**config.mk**
```make
export PLATFORM = sky130hd
export DESIGN_NAME = csp_front
export DESIGN_NICKNAME = d
export VERILOG_FILES = /design/src/rtl/csp_pkg.sv /design/src/rtl/csp_front.sv
export SDC_FILE = /design/constraint.sdc
export NUM_CORES = 1
export LEC_CHECK = 0
export ABC_CLOCK_PERIOD_IN_PS = 5600
export CORE_AREA = 2 2 107 109
export CTS_CLUSTER_DIAMETER = 80
export DETAILED_ROUTE_END_ITERATION = 6
export DIE_AREA = 0 0 109 111
export DONT_BUFFER_PORTS = 1
export SLEW_MARGIN = 25
export SYNTH_ARGS = -nofsm -noshare
export SYNTH_HDL_FRONTEND = slang
export SYNTH_SLANG_ARGS = --single-unit
```
**constraint.sdc**
```tcl
create_clock -name i_clk -period 5.6 [get_ports i_clk]
set_input_delay 0.28 -clock i_clk [delete_from_list [all_inputs] [get_ports i_clk]]
set_output_delay 0.28 -clock i_clk [all_outputs]
set_load 0.005 [all_outputs]
```
**src/rtl/csp_pkg.sv**
```systemverilog
// shared types and constants of the call stack time profiler
package csp_pkg;

    localparam int CSP_STACK_DEPTH = 64;
    localparam int DATA_W          = 64;
    localparam int DEPTH_W         = 6;
    localparam int TAG_W           = 22;
    localparam int CFG_IDX_W       = 1;
    localparam int CFG_DATA_W      = 22;
    localparam int QUEUE_DEPTH     = 2;

    localparam logic [CFG_IDX_W-1:0] CFG_RECORDING_ENABLE = 1'b0;
    localparam logic [CFG_IDX_W-1:0] CFG_THREAD_TAG       = 1'b1;

    localparam logic MODE_ENTRY = 1'b0;
    localparam logic MODE_EXIT  = 1'b1;

    typedef enum logic [1:0] {
        ST_CALL     = 2'd0,
        ST_EMPTY    = 2'd1,
        ST_MISMATCH = 2'd2,
        ST_OVERFLOW = 2'd3
    } t_status;

    typedef enum logic [1:0] {
        OP_PUSH,
        OP_POP,
        OP_EMPTY,
        OP_OVERFLOW
    } t_op;

    typedef struct packed {
        t_op               op;
        logic [DATA_W-1:0] pc;
        logic [DATA_W-1:0] ts;
    } t_cmd;

    typedef enum logic [1:0] {
        B_IDLE,
        B_CALC,
        B_OUT
    } t_bstate;

endpackage

```
**src/rtl/csp_front.sv**
```systemverilog
// front end: takes items, tracks stack depth and classifies each event
module csp_front import csp_pkg::*; #(
    parameter int STACK_DEPTH = CSP_STACK_DEPTH,
    localparam int AW = $clog2(STACK_DEPTH),
    localparam int CW = $clog2(STACK_DEPTH + 1)
) (
    input  logic              i_clk,
    input  logic              i_rst_n,
    input  logic              i_valid,
    input  logic              i_full,
    input  logic              i_enable,
    input  logic              i_mode,
    input  logic [DATA_W-1:0] i_pc,
    input  logic [DATA_W-1:0] i_ts,
    output logic              o_stall,
    output logic              o_push,
    output t_cmd              o_cmd,
    output logic [AW-1:0]     o_idx
);

    logic [CW-1:0] r_count;
    logic [CW-1:0] n_count;
    logic [CW-1:0] w_dec;
    logic          w_accept;

    assign o_stall  = i_full;
    assign w_accept = i_valid && !i_full;
    assign w_dec    = r_count - 1'b1;

    always_comb begin
        n_count    = r_count;
        o_push     = 1'b0;
        o_cmd.op   = OP_PUSH;
        o_cmd.pc   = i_pc;
        o_cmd.ts   = i_ts;
        o_idx      = r_count[AW-1:0];
        if (w_accept && i_enable) begin
            o_push = 1'b1;
            if (i_mode == MODE_ENTRY) begin
                if (r_count >= CW'(STACK_DEPTH)) begin
                    o_cmd.op = OP_OVERFLOW;
                end else begin
                    n_count = r_count + 1'b1;
                end
            end else if (r_count == '0) begin
                o_cmd.op = OP_EMPTY;
            end else begin
                o_cmd.op = OP_POP;
                o_idx    = w_dec[AW-1:0];
                n_count  = w_dec;
            end
        end
    end

    always_ff @(posedge i_clk) begin
        if (!i_rst_n) begin
            r_count <= '0;
        end else begin
            r_count <= n_count;
        end
    end

    a_count_range: assert property (@(posedge i_clk) disable iff (!i_rst_n)
        r_count <= CW'(STACK_DEPTH))
        else $error("stack count beyond depth");

    a_pop_dec: assert property (@(posedge i_clk) disable iff (!i_rst_n)
        (o_push && o_cmd.op == OP_POP) |=> (r_count == $past(r_count) - 1'b1))
        else $error("pop did not lower the stack count");

endmodule

```
==> out/qor.csv <==
metric;value;unit
status;complete, no violations;
hold_slack;182.5;ps
power_frac_seq;26.8;%
final_layout_size_suffix_gt1_share;11.90;%
clkLatencyLatePin;230;ps
grt_start_max_net_pins;15;
largest_reg_flops;7;
crit_type;flip-flop to output pin;
grt_pass1_vias;732;
synth_top_cell_by_area;buf_4;
hp-class;input port to flip-flop;
ant_nets;0;
worst_ep_required_time;5320;ps
via_per_inst;3.542;
relSlewSlack;55.33;%
drc_errors;0;
globalRouteOverflowTotal;0;
powerDensity;231.8;mW/mm^2
tightest_slew;668.6;ps
clock_power_share;59.8;%
die_x;109;um
top_register;r_count;
crit_fanout;10;
dieArea;0.01210;mm^2
r2r-end;r_count[4];
cts-buffers-inserted;3;
synth_edf_count;0;
multi_input_area;456.7;um^2
crit_end;o_idx[5];
netlist.area_leader.share;59.08;%
cts_resized;0;
h-tree-depth;1;
cts.sinks;7;
reg_top3;r_count: 7 flops;
ys_async_sr_fraction;0;%
synth_cell_type_count;42;
arrival;2200;ps
p_leak;0.2901;nW
finalHoldViolations;0;
clk_pin_slew;30;ps
synthFlopType;dfxtp_1;
seqCellArea;140.1;um^2
ys_seq_area_share;8.550;%
portBuffers;0;
startpoint;r_count[0];
final_max_slew_viol_count;0;
place.detailed.hpwl;2570;um
die_h;111;um
clock_skew;2.507;ps
p_sw;0.04628;mW
ios;272;
syn_area_per_cell;7.553;um^2
r2r-start;r_count[0];
finalCritPeriodShare;44.25;%
ys_ff_latch;7;
syn_area;0.001639;mm^2
synth.net_count;353;
nFillCells;1278;
rows;39;
start_util;14.80;%
place.gp.congestion;0.6924;
ys_top_cells_by_area;buf_4, dfxtp_1, a21oi_1, o31ai_1, ha_1;
design.core.area;0.01108;mm^2
reg2reg_depth;6;
switching_share;22.76;%
worstSetupEndpointType;output pin;
cts_root_buf;clkbuf_16;
cap_viol_max_count;0;
area_growth;-46.49;%
synth_warnings;0;
finalSetupTns;0;ps
cts_hold_buf;0;
antenna_found_initial;0;
post_cts_buffers;0;
r2r_slack;3430;ps
clock_path_buffers;2;
drt-initial-drc-count;40;
rsz0062_at_grt;false;
hold_depth;1;
max_freq;403.5;MHz
track_usage;5.098;%
final_cell_mix;a21oi_1, dfxtp_1, inv_1;
startpoint_type;flip-flop;
finalSetupViolCount;0;
cts_tree;built;
power.internal;0.1570;mW
layout.nets;221;
drtPass1Iterations;4;
synth_cells;217;
ir_worst_vdd;69.53;uV
n_antenna_cell;0;
final_util;7.918;%
min_period;2478;ps
num_vias;804;
drt-total-wl;3251;um
post_drt_wl_per_cell;14.32;um
grt_first_pass_wirelength;4402;um
p_comb_share;13.4;%
per-layer routing:
layer	vias up	wire [um]	track usage, %
met5	-	0	0
met4	0	549	8.718
met3	57	516	3.586
met2	56	1379	6.708
met1	371	805	3.527
li1	320	-	-
final cells by class:
| type | count | area share, % |
|---|---|---|
| clock buffers | 4 | 8.987 |
| inverters | 6 | 2.568 |
| multi-input cells | 67 | 52.07 |
| flip-flops and latches | 7 | 15.98 |
| well taps | 143 | 20.40 |
synth_stat cells, drive strengths merged, types with 3 or more instances:
library cell,count
o31ai,4
nand2,5
nor2,5
or4,3
o21ai,5
a31oi,3
nor3,3
inv,6
nor2b,3
dfxtp,7
a21oi,7
buf,135
power groups by stage:
stage          Sequential [mW]  Combinational [mW]  Clock (mW)
5_1_grt                 0.0548              0.0309       0.128
4_1_cts                 0.0545              0.0283       0.124
2_1_floorplan           0.0529               0.101           0
3_3_place_gp            0.0551              0.0276           0
3_5_place_dp            0.0552              0.0280           0
6_report                0.0546              0.0272       0.122
worst min path at each step:
stage / from / endpoint / slack, ps
floorplan: i_rst_n / r_count[3] / 410
global placement: i_rst_n / r_count[3] / 420
detailed placement: i_rst_n / r_count[3] / 420
CTS: i_rst_n / r_count[3] / 180
global route: i_rst_n / r_count[3] / 180
finish: i_rst_n / r_count[3] / 180
metrics by stage:
step                      cells  total power [mW]  area [um^2]  setup slack (ps)
after floorplan             217            0.1535         1639              3607
after global placement      223           0.08268        798.3              3399
after detailed placement    223           0.08323        798.3              3325
after CTS                   227            0.2063        877.1              3067
after global routing        227            0.2140        877.1              2877
final                       227            0.2033        877.1              3122
cell families after synthesis:
family | Yosys count | share of synthesized area, %
buffers and inverters | 143 | 63.59
and+or+nand+nor | 32 | 11.83
AOI/OAI and AO/OA | 29 | 12.06
DFF | 7 | 8.549
muxes | 3 | 1.908
adders and majority gates | 2 | 1.526
xor gates and xnor gates | 1 | 0.5344
worst max-delay path: stages (launching register included):
cell and delay [ps]:
dfxtp_1 380, inv_1 130, ha_1 210, nor3b_1 580, nand2_1 210, a21o_1 210, a22o_1 250
Power figures use the tool's default switching activity.
