`src/rtl/csp_pkg.sv`:
```
// shared types and constants of the call stack time profiler
package csp_pkg;

    localparam int CSP_STACK_DEPTH = 64;
    localparam int DATA_W          = 64;
    localparam int DEPTH_W         = 6;
    localparam int TAG_W           = 22;
    localparam int CFG_IDX_W       = 1;
    localparam int CFG_DATA_W      = 22;
    localparam int QUEUE_DEPTH     = 2;

    localparam logic [CFG_IDX_W-1:0] CFG_RECORDING_ENABLE = 1'b0;
    localparam logic [CFG_IDX_W-1:0] CFG_THREAD_TAG       = 1'b1;

    localparam logic MODE_ENTRY = 1'b0;
    localparam logic MODE_EXIT  = 1'b1;

    typedef enum logic [1:0] {
        ST_CALL     = 2'd0,
        ST_EMPTY    = 2'd1,
        ST_MISMATCH = 2'd2,
        ST_OVERFLOW = 2'd3
    } t_status;

    typedef enum logic [1:0] {
        OP_PUSH,
        OP_POP,
        OP_EMPTY,
        OP_OVERFLOW
    } t_op;

    typedef struct packed {
        t_op               op;
        logic [DATA_W-1:0] pc;
        logic [DATA_W-1:0] ts;
    } t_cmd;

    typedef enum logic [1:0] {
        B_IDLE,
        B_CALC,
        B_OUT
    } t_bstate;

endpackage

```
`src/rtl/csp_queue.sv`:
```
// two-entry queue between front end and stack engine
module csp_queue import csp_pkg::*; #(
    parameter int W = 8
) (
    input  logic         i_clk,
    input  logic         i_rst_n,
    input  logic         i_push,
    input  logic [W-1:0] i_data,
    input  logic         i_pop,
    output logic         o_full,
    output logic         o_valid,
    output logic [W-1:0] o_data
);

    localparam int PW = $clog2(QUEUE_DEPTH);
    localparam int NW = $clog2(QUEUE_DEPTH + 1);

    logic [W-1:0]  r_data [QUEUE_DEPTH];
    logic [PW-1:0] r_wr_ptr;
    logic [PW-1:0] r_rd_ptr;
    logic [NW-1:0] r_cnt;
    logic          w_push;
    logic          w_pop;

    assign o_full  = (r_cnt == NW'(QUEUE_DEPTH));
    assign o_valid = (r_cnt != '0);
    assign o_data  = r_data[r_rd_ptr];
    assign w_push  = i_push && !o_full;
    assign w_pop   = i_pop && o_valid;

    always_ff @(posedge i_clk) begin
        if (w_push) begin
            r_data[r_wr_ptr] <= i_data;
        end
    end

    always_ff @(posedge i_clk) begin
        if (!i_rst_n) begin
            r_wr_ptr <= '0;
            r_rd_ptr <= '0;
            r_cnt    <= '0;
        end else begin
            if (w_push) begin
                r_wr_ptr <= (r_wr_ptr == PW'(QUEUE_DEPTH - 1)) ? '0 : r_wr_ptr + 1'b1;
            end
            if (w_pop) begin
                r_rd_ptr <= (r_rd_ptr == PW'(QUEUE_DEPTH - 1)) ? '0 : r_rd_ptr + 1'b1;
            end
            r_cnt <= r_cnt + NW'(w_push) - NW'(w_pop);
        end
    end

endmodule

```
`config.mk`:
```
export PLATFORM = sky130hd
export DESIGN_NAME = csp_queue
export DESIGN_NICKNAME = d
export VERILOG_FILES = /design/src/rtl/csp_pkg.sv /design/src/rtl/csp_queue.sv
export SDC_FILE = /design/constraint.sdc
export NUM_CORES = 1
export LEC_CHECK = 0
export BUFFER_PORTS_ARGS = -buffer_cell sky130_fd_sc_hd__buf_2
export CORE_AREA = 2 2 43 45
export DETAILED_ROUTE_END_ITERATION = 6
export DIE_AREA = 0 0 45 47
export PLACE_DENSITY = 0.86
export SYNTH_ARGS = -nofsm -noshare
export SYNTH_HDL_FRONTEND = slang
export SYNTH_SLANG_ARGS = --single-unit
```
`constraint.sdc`:
```
create_clock -name i_clk -period 3.65 [get_ports i_clk]
set_input_delay 0.5475 -clock i_clk [delete_from_list [all_inputs] [get_ports i_clk]]
set_output_delay 0.5475 -clock i_clk [all_outputs]
set_load 0.05 [all_outputs]
```
==> results by group, run 1 <==
Status
  • Status: finished clean

Route
  • First-pass DRT Iterations: 3
  • Final WL: 1100 um
  • DRC errors left: 0
  • Post-DRT Antenna Nets: 0
  • Detailed Route Iter0 Violations: 5
  • Vias: 457
  • Wire length per cell: 11.8 um
  • Drt via density: 4.91

Synth
  • Netlist cell types: 17
  • Synthesized cell area: 813 um2
  • Syn nets: 66
  • Post-synthesis instance total: 52
  • Mean Syn Cell Area: 15.6 um2
  • Register bit total from synthesis: 21
  • Sequential fraction of the synthesis area: 71.4%
  • Synth warn: 0

Setup path
  • R2R Setup Slk: 1.98 ns
  • Data arrival, critical path: 1.42 ns
  • Crit-path cells: mux2_2 -> buf_2
  • Slowest stage cell, crit path: dfxtp_1
  • CP startpoint kind: register
  • Kind of critical path: register to primary output
  • Reg-to-Reg Start: r_cnt[0]$_SDFF_PN0_
  • CP Capture Type: primary output
  • R2r endpoint: r_cnt[1]$_SDFF_PN0_
  • Crit path largest cell delay: 0.54 ns
  • Critical Path RT: 3.10 ns
  • Worst Path Buf+Inv: 1
  • CP delay by family, top: flip-flops
  • Max FO, Critical Path: 8
  • Worst R2R Path Depth: 8

CTS
  • Clock Tree Root: clkbuf_4
  • Setup Buffers After CTS: 0
  • CTS tree: done
  • CTS Hold Buffers Added: 0
  • Clock Sinks: 21
  • Post-CTS sizing: 0
  • CTS buffer count: 3
  • Clk_lat worst skew: 0.29 ns
  • Bufs on Longest Clock Path: 2
  • Htree depth: 1
  • Clock slew at reported path FFs: 0.11 ns

Power and ir drop
  • Leakage: 0.000412 uW
  • Internal cell power: 458 uW
  • Sequential share of power: 43.8%
  • Comb power frac: 42.9%
  • Psw: 326 uW
  • Clk network pwr share: 13.4%
  • Pwr dens: 815 mW/mm2
  • Net Sw Frac: 41.6%
  • VDD IR-drop max: 0.435 mV

STA
  • Fin Hold WS: 0.438 ns
  • Slew margin rel.: 53.9%
  • Slew Limit Fails: 0
  • Setup-failing EPs final: 0
  • Fmax: 0.509 GHz
  • Setup TNS: 0 ns
  • Worst-Margin Slew: 0.688 ns
  • Final Hold Fails: 0
  • Unrepaired setup endpoints after global routing: no
  • Final Cycle Share: 53.8%
  • Tmin final: 1.96 ns
  • Post-Route Skew: 0.00163 ns

Floorplan
  • Die height: 47 um
  • Die footprint: 0.00212 mm2
  • Die width: 45 um
  • Initial Utilization: 49.2%
  • Core area: 0.00165 mm2
  • Site row count: 15
  • I/O pin count: 22

Final layout
  • Most common cell after layout, fill and taps aside: buf_2
  • Final std cells w/o fill: 93
  • Share of cells above drive strength 1: 46.1%
  • Syn-to-layout area delta: 18.3%
  • Commonest cells after routing, fill and taps aside: 21 x buf_2, 16 x edfxtp_1, 8 x mux2_2
  • Filler cells: 153
  • Post-route cell area: 962 um2
  • # diodes: 0
  • Nets: 91

Placed design
  • DP Wirelength: 798 um
  • Port bufs: 21
  • Placement Cell Area: 935 um2
  • Placed Cells: 89
  • Final Wtd Congestion: 0.686

Global routing
  • Total gr overflow: 0
  • Total GRT Usage: 11.7%
  • Number of global-route vias before repair: 443
  • Initial antenna violation count: 0
  • First-pass GRT wire length: 1690 um
  • Pin count of the biggest net entering global routing: 13

Min path
  • WHS Path Cells: 1
  • Hold Path Class: primary input to register
  • Min-delay src: i_data[0]
  • Worst-case hold path end point: r_data[1][0]$_DFFE_PP_

Job
  • Max_cap viols: 0
final cells by class:
class	count	area [um2]	area share, %
clock buffer	3	22.5	2.34
clock inverter	1	5.00	0.520
inverter	3	11.3	1.17
multi-input combinational	27	216	22.5
sequential	21	581	60.3
tap	17	21.3	2.21
timing repair buffer	21	105	10.9
metrics by stage:
step / utilization [%] / setup WS, ns / total power [uW]
final: 58.3 / 1.69 / 784
after global routing: 58.3 / 1.60 / 828
after CTS: 58.3 / 1.64 / 794
after detailed placement: 56.6 / 1.87 / 689
after global placement: 56.6 / 1.95 / 679
after floorplan: - / 2.06 / 621
worst max path at each step:
stage | from | to | cells after the start
4_1_cts | register | o_data[0] | 2
6_report | register | o_data[0] | 2
3_3_place_gp | i_pop | r_cnt[1]$_SDFF_PN0_ | 8
2_1_floorplan | i_pop | r_cnt[1]$_SDFF_PN0_ | 7
3_5_place_dp | i_pop | r_cnt[1]$_SDFF_PN0_ | 8
5_1_grt | register | o_data[0] | 2
state kept, by name, summed over array words and instances, names as in the netlist, named ones only:
register	count
r_data	16
r_cnt	2
r_rd_ptr	1
r_wr_ptr	1
cells by family (layout without fill, tap and decap cells):
group / Yosys count / count (layout) / share of synthesized area (%)
compound gates: 1 / 1 / 1.08
xor+xnor: 2 / 2 / 2.15
fa+ha+maj: 2 / 2 / 3.08
buf+inv: 4 / 28 / 2.00
flops: 21 / 21 / 71.4
mux: 9 / 9 / 12.3
simple gates: 13 / 13 / 8.00
routing by layer:
metal / up-vias / GRT usage (%) / wire (um)
li1: 232 / - / -
met1: 206 / 11.8 / 465
met2: 17 / 20.9 / 511
met3: 2 / 5.00 / 111
met4: 0 / 5.29 / 7
met5: - / 0 / 0
synth_stat cells:
cell type,number,area [um2]
ha_1,2,25.0
xnor2_1,1,8.76
or2_2,1,6.26
o21a_2,1,8.76
nor2_1,4,15.0
dfxtp_1,5,100
buf_2,1,5.00
nand2_1,2,7.51
inv_1,3,11.3
and3_1,1,6.26
nor3_1,1,5.00
nand2b_1,2,12.5
and2_1,2,12.5
xor2_1,1,8.76
mux2_2,8,90.1
edfxtp_1,16,480
mux2i_1,1,10.0
power groups by stage:
stage                     logic [uW]  clock network, uW  registers [uW]
after global placement           331                  0             347
after global routing             360                117             351
after floorplan                  289                  0             332
final                            336                105             343
after CTS                        340                109             345
after detailed placement         339                  0             350
(Power assumes the default switching activity.)
==> run 2, diff against run 1 <==
Settings changed: CORE_AREA 2 2 43 45 to 2 2 44 46, DIE_AREA 0 0 45 47 to 0 0 46 48, PLACE_DENSITY 0.86 to 0.83.
Clock period 3.65 ns to 2.05 ns, I/O delays scaled along.
==> run 2 against run 1 <==
Routed wire length up 0.18%; worst setup slack worse by 1.4 ns; clock power up 77%.
==> results by group, run 2 (same netlist as run 1, synthesis figures left out) <==
Status
  • Status: finished clean (unchanged)

Min path
  • Hold Path Class: primary input to register (unchanged)

Floorplan
  • Die height: 48 um (was 47 um)
  • Initial Utilization: 48.1% (was 49.2%)
  • Die footprint: 0.00221 mm2 (was 0.00212 mm2)
  • I/O pin count: 22 (unchanged)
  • Site row count: 15 (unchanged)
  • Core area: 0.00169 mm2 (was 0.00165 mm2)
  • Die width: 46 um (was 45 um)

Route
  • DRC errors left: 0 (unchanged)
  • First-pass DRT Iterations: 4 (was 3)
  • Wire length per cell: 11.7 um (was 11.8 um)
  • Vias: 462 (was 457)
  • Final WL: 1100 um (about the same)
  • Detailed Route Iter0 Violations: 5 (unchanged)
  • Post-DRT Antenna Nets: 0 (unchanged)
  • Drt via density: 4.91 (about the same)

Job
  • Max_cap viols: 0 (unchanged)

Global routing
  • Total GRT Usage: 12.4% (was 11.7%)
  • Total gr overflow: 0 (unchanged)
  • Pin count of the biggest net entering global routing: 13 (unchanged)
  • Number of global-route vias before repair: 427 (was 443)
  • First-pass GRT wire length: 1770 um (was 1690 um)
  • Initial antenna violation count: 0 (unchanged)

STA
  • Unrepaired setup endpoints after global routing: no (unchanged)
  • Fmax: 0.576 GHz
  • Post-Route Skew: 0.00661 ns (was 0.00163 ns)
  • Setup ws final: 0.315 ns (was 1.69 ns)
  • Tmin final: 1.74 ns
  • Setup-failing EPs final: 0 (unchanged)
  • Final Hold Fails: 0 (unchanged)
  • Final Cycle Share: 84.7%
  • Worst-Margin Slew: 0.366 ns (was 0.688 ns)
  • Slew margin rel.: 75.6% (was 53.9%)
  • Slew Limit Fails: 0 (unchanged)
  • Setup TNS: 0 ns (unchanged)

Final layout
  • Biggest register: r_data (unchanged)
  • Final core occ: 57.4% (was 58.3%)
  • Post-route cell area: 970 um2 (was 962 um2)
  • Syn-to-layout area delta: 19.2% (was 18.3%)
  • # diodes: 0 (unchanged)
  • Nets: 92 (was 91)
  • Commonest cells after routing, fill and taps aside: 21 x buf_2, 16 x edfxtp_1, 8 x mux2_2 (unchanged)
  • Share of cells above drive strength 1: 46.8% (was 46.1%)
  • Most common cell after layout, fill and taps aside: buf_2 (unchanged)
  • Max FFs per register: 16 (unchanged)
  • Top flop regs: r_data: 16 flops, r_cnt: 2 flops (unchanged)

Setup path
  • CP startpoint kind: register (unchanged)
  • CP Capture Type: primary output (unchanged)
  • Data arrival, critical path: 1.43 ns (was 1.42 ns)
  • Max FO, Critical Path: 8 (unchanged)
  • Kind of critical path: register to primary output (unchanged)
  • Critical Path RT: 1.74 ns (was 3.10 ns)

Power and ir drop
  • VDD IR-drop max: 0.952 mV (was 0.435 mV)
  • Leakage: 0.000417 uW (was 0.000412 uW)
  • Pwr dens: 1440 mW/mm2 (was 815 mW/mm2)

CTS
  • CTS buffer count: 3 (unchanged)
  • Clock Tree Root: clkbuf_4 (unchanged)
  • Bufs on Longest Clock Path: 2 (unchanged)
  • CTS tree: done (unchanged)
  • Setup Buffers After CTS: 0 (unchanged)
  • Htree depth: 1 (unchanged)
  • Clock slew at reported path FFs: 0.11 ns (about the same)
  • Clk_lat worst skew: 0.30 ns (was 0.29 ns)
  • Post-CTS sizing: 0 (unchanged)
  • Clock Sinks: 21 (unchanged)
  • CTS Hold Buffers Added: 0 (unchanged)

Placed design
  • Place WS: 0.425 ns (was 1.87 ns)
  • Final Wtd Congestion: 0.701 (was 0.686)
  • Placement Cell Area: 942 um2 (was 935 um2)
  • Port bufs: 21 (unchanged)
  • DP Wirelength: 802 um (was 798 um)
## run 2: cell count changes in the layout (fill, tap and decap cells not counted), sizes merged
| cell | previous run | this run |
|---|---|---|
| buf | 21 | 22 |
## run 2: layer usage
layer / global-route usage, % / wire [um] / vias up
li1: - / - / 234
met1: 13.6 / 501 / 204
met3: 3.77 / 79 / 5
met5: 0 / 0 / -
met4: 12.0 / 46 / 0
met2: 18.9 / 470 / 19
## run 2: per-stage QoR
stage	std cells	total power, uW	hold slack, ns
after floorplan	52	1110	0.406
after global placement	90	1220	0.469
after detailed placement	90	1230	0.481
after CTS	94	1420	0.177
after global routing	94	1480	0.168
final	94	1400	0.188
## run 2: layout make-up
type                    instances  area (um2)
inverters                       3        11.3
clock buffers                   3        22.5
fillers                       143         719
clock inverters                 1        5.00
well taps                      17        21.3
multi-input cells              27         216
flip-flops and latches         21         581
repair buffers                 22         113
## run 2: path summary, 6_finish.rpt
check                                            from                      to  slack, ns  cells after the start
worst min register to register  r_wr_ptr$_SDFFE_PN0P_   r_wr_ptr$_SDFFE_PN0P_       0.49                      2
worst max-delay path                         register               o_data[2]       0.31                      2
worst max register to register    r_cnt[0]$_SDFF_PN0_     r_cnt[1]$_SDFF_PN0_       0.39                      8
worst min-delay path                        i_data[6]  r_data[0][6]$_DFFE_PP_       0.19                      1
## run 2: report_power, final
part	internal, uW	switching, uW
Combinational	194	410
Sequential	555	54.1
Clock	72.7	114
Total	822	578
## run 2: critical path, cell delays in order, from the launching register on
cell and delay [ns]:
dfxtp_1 0.54, mux2_2 0.38, buf_2 0.21
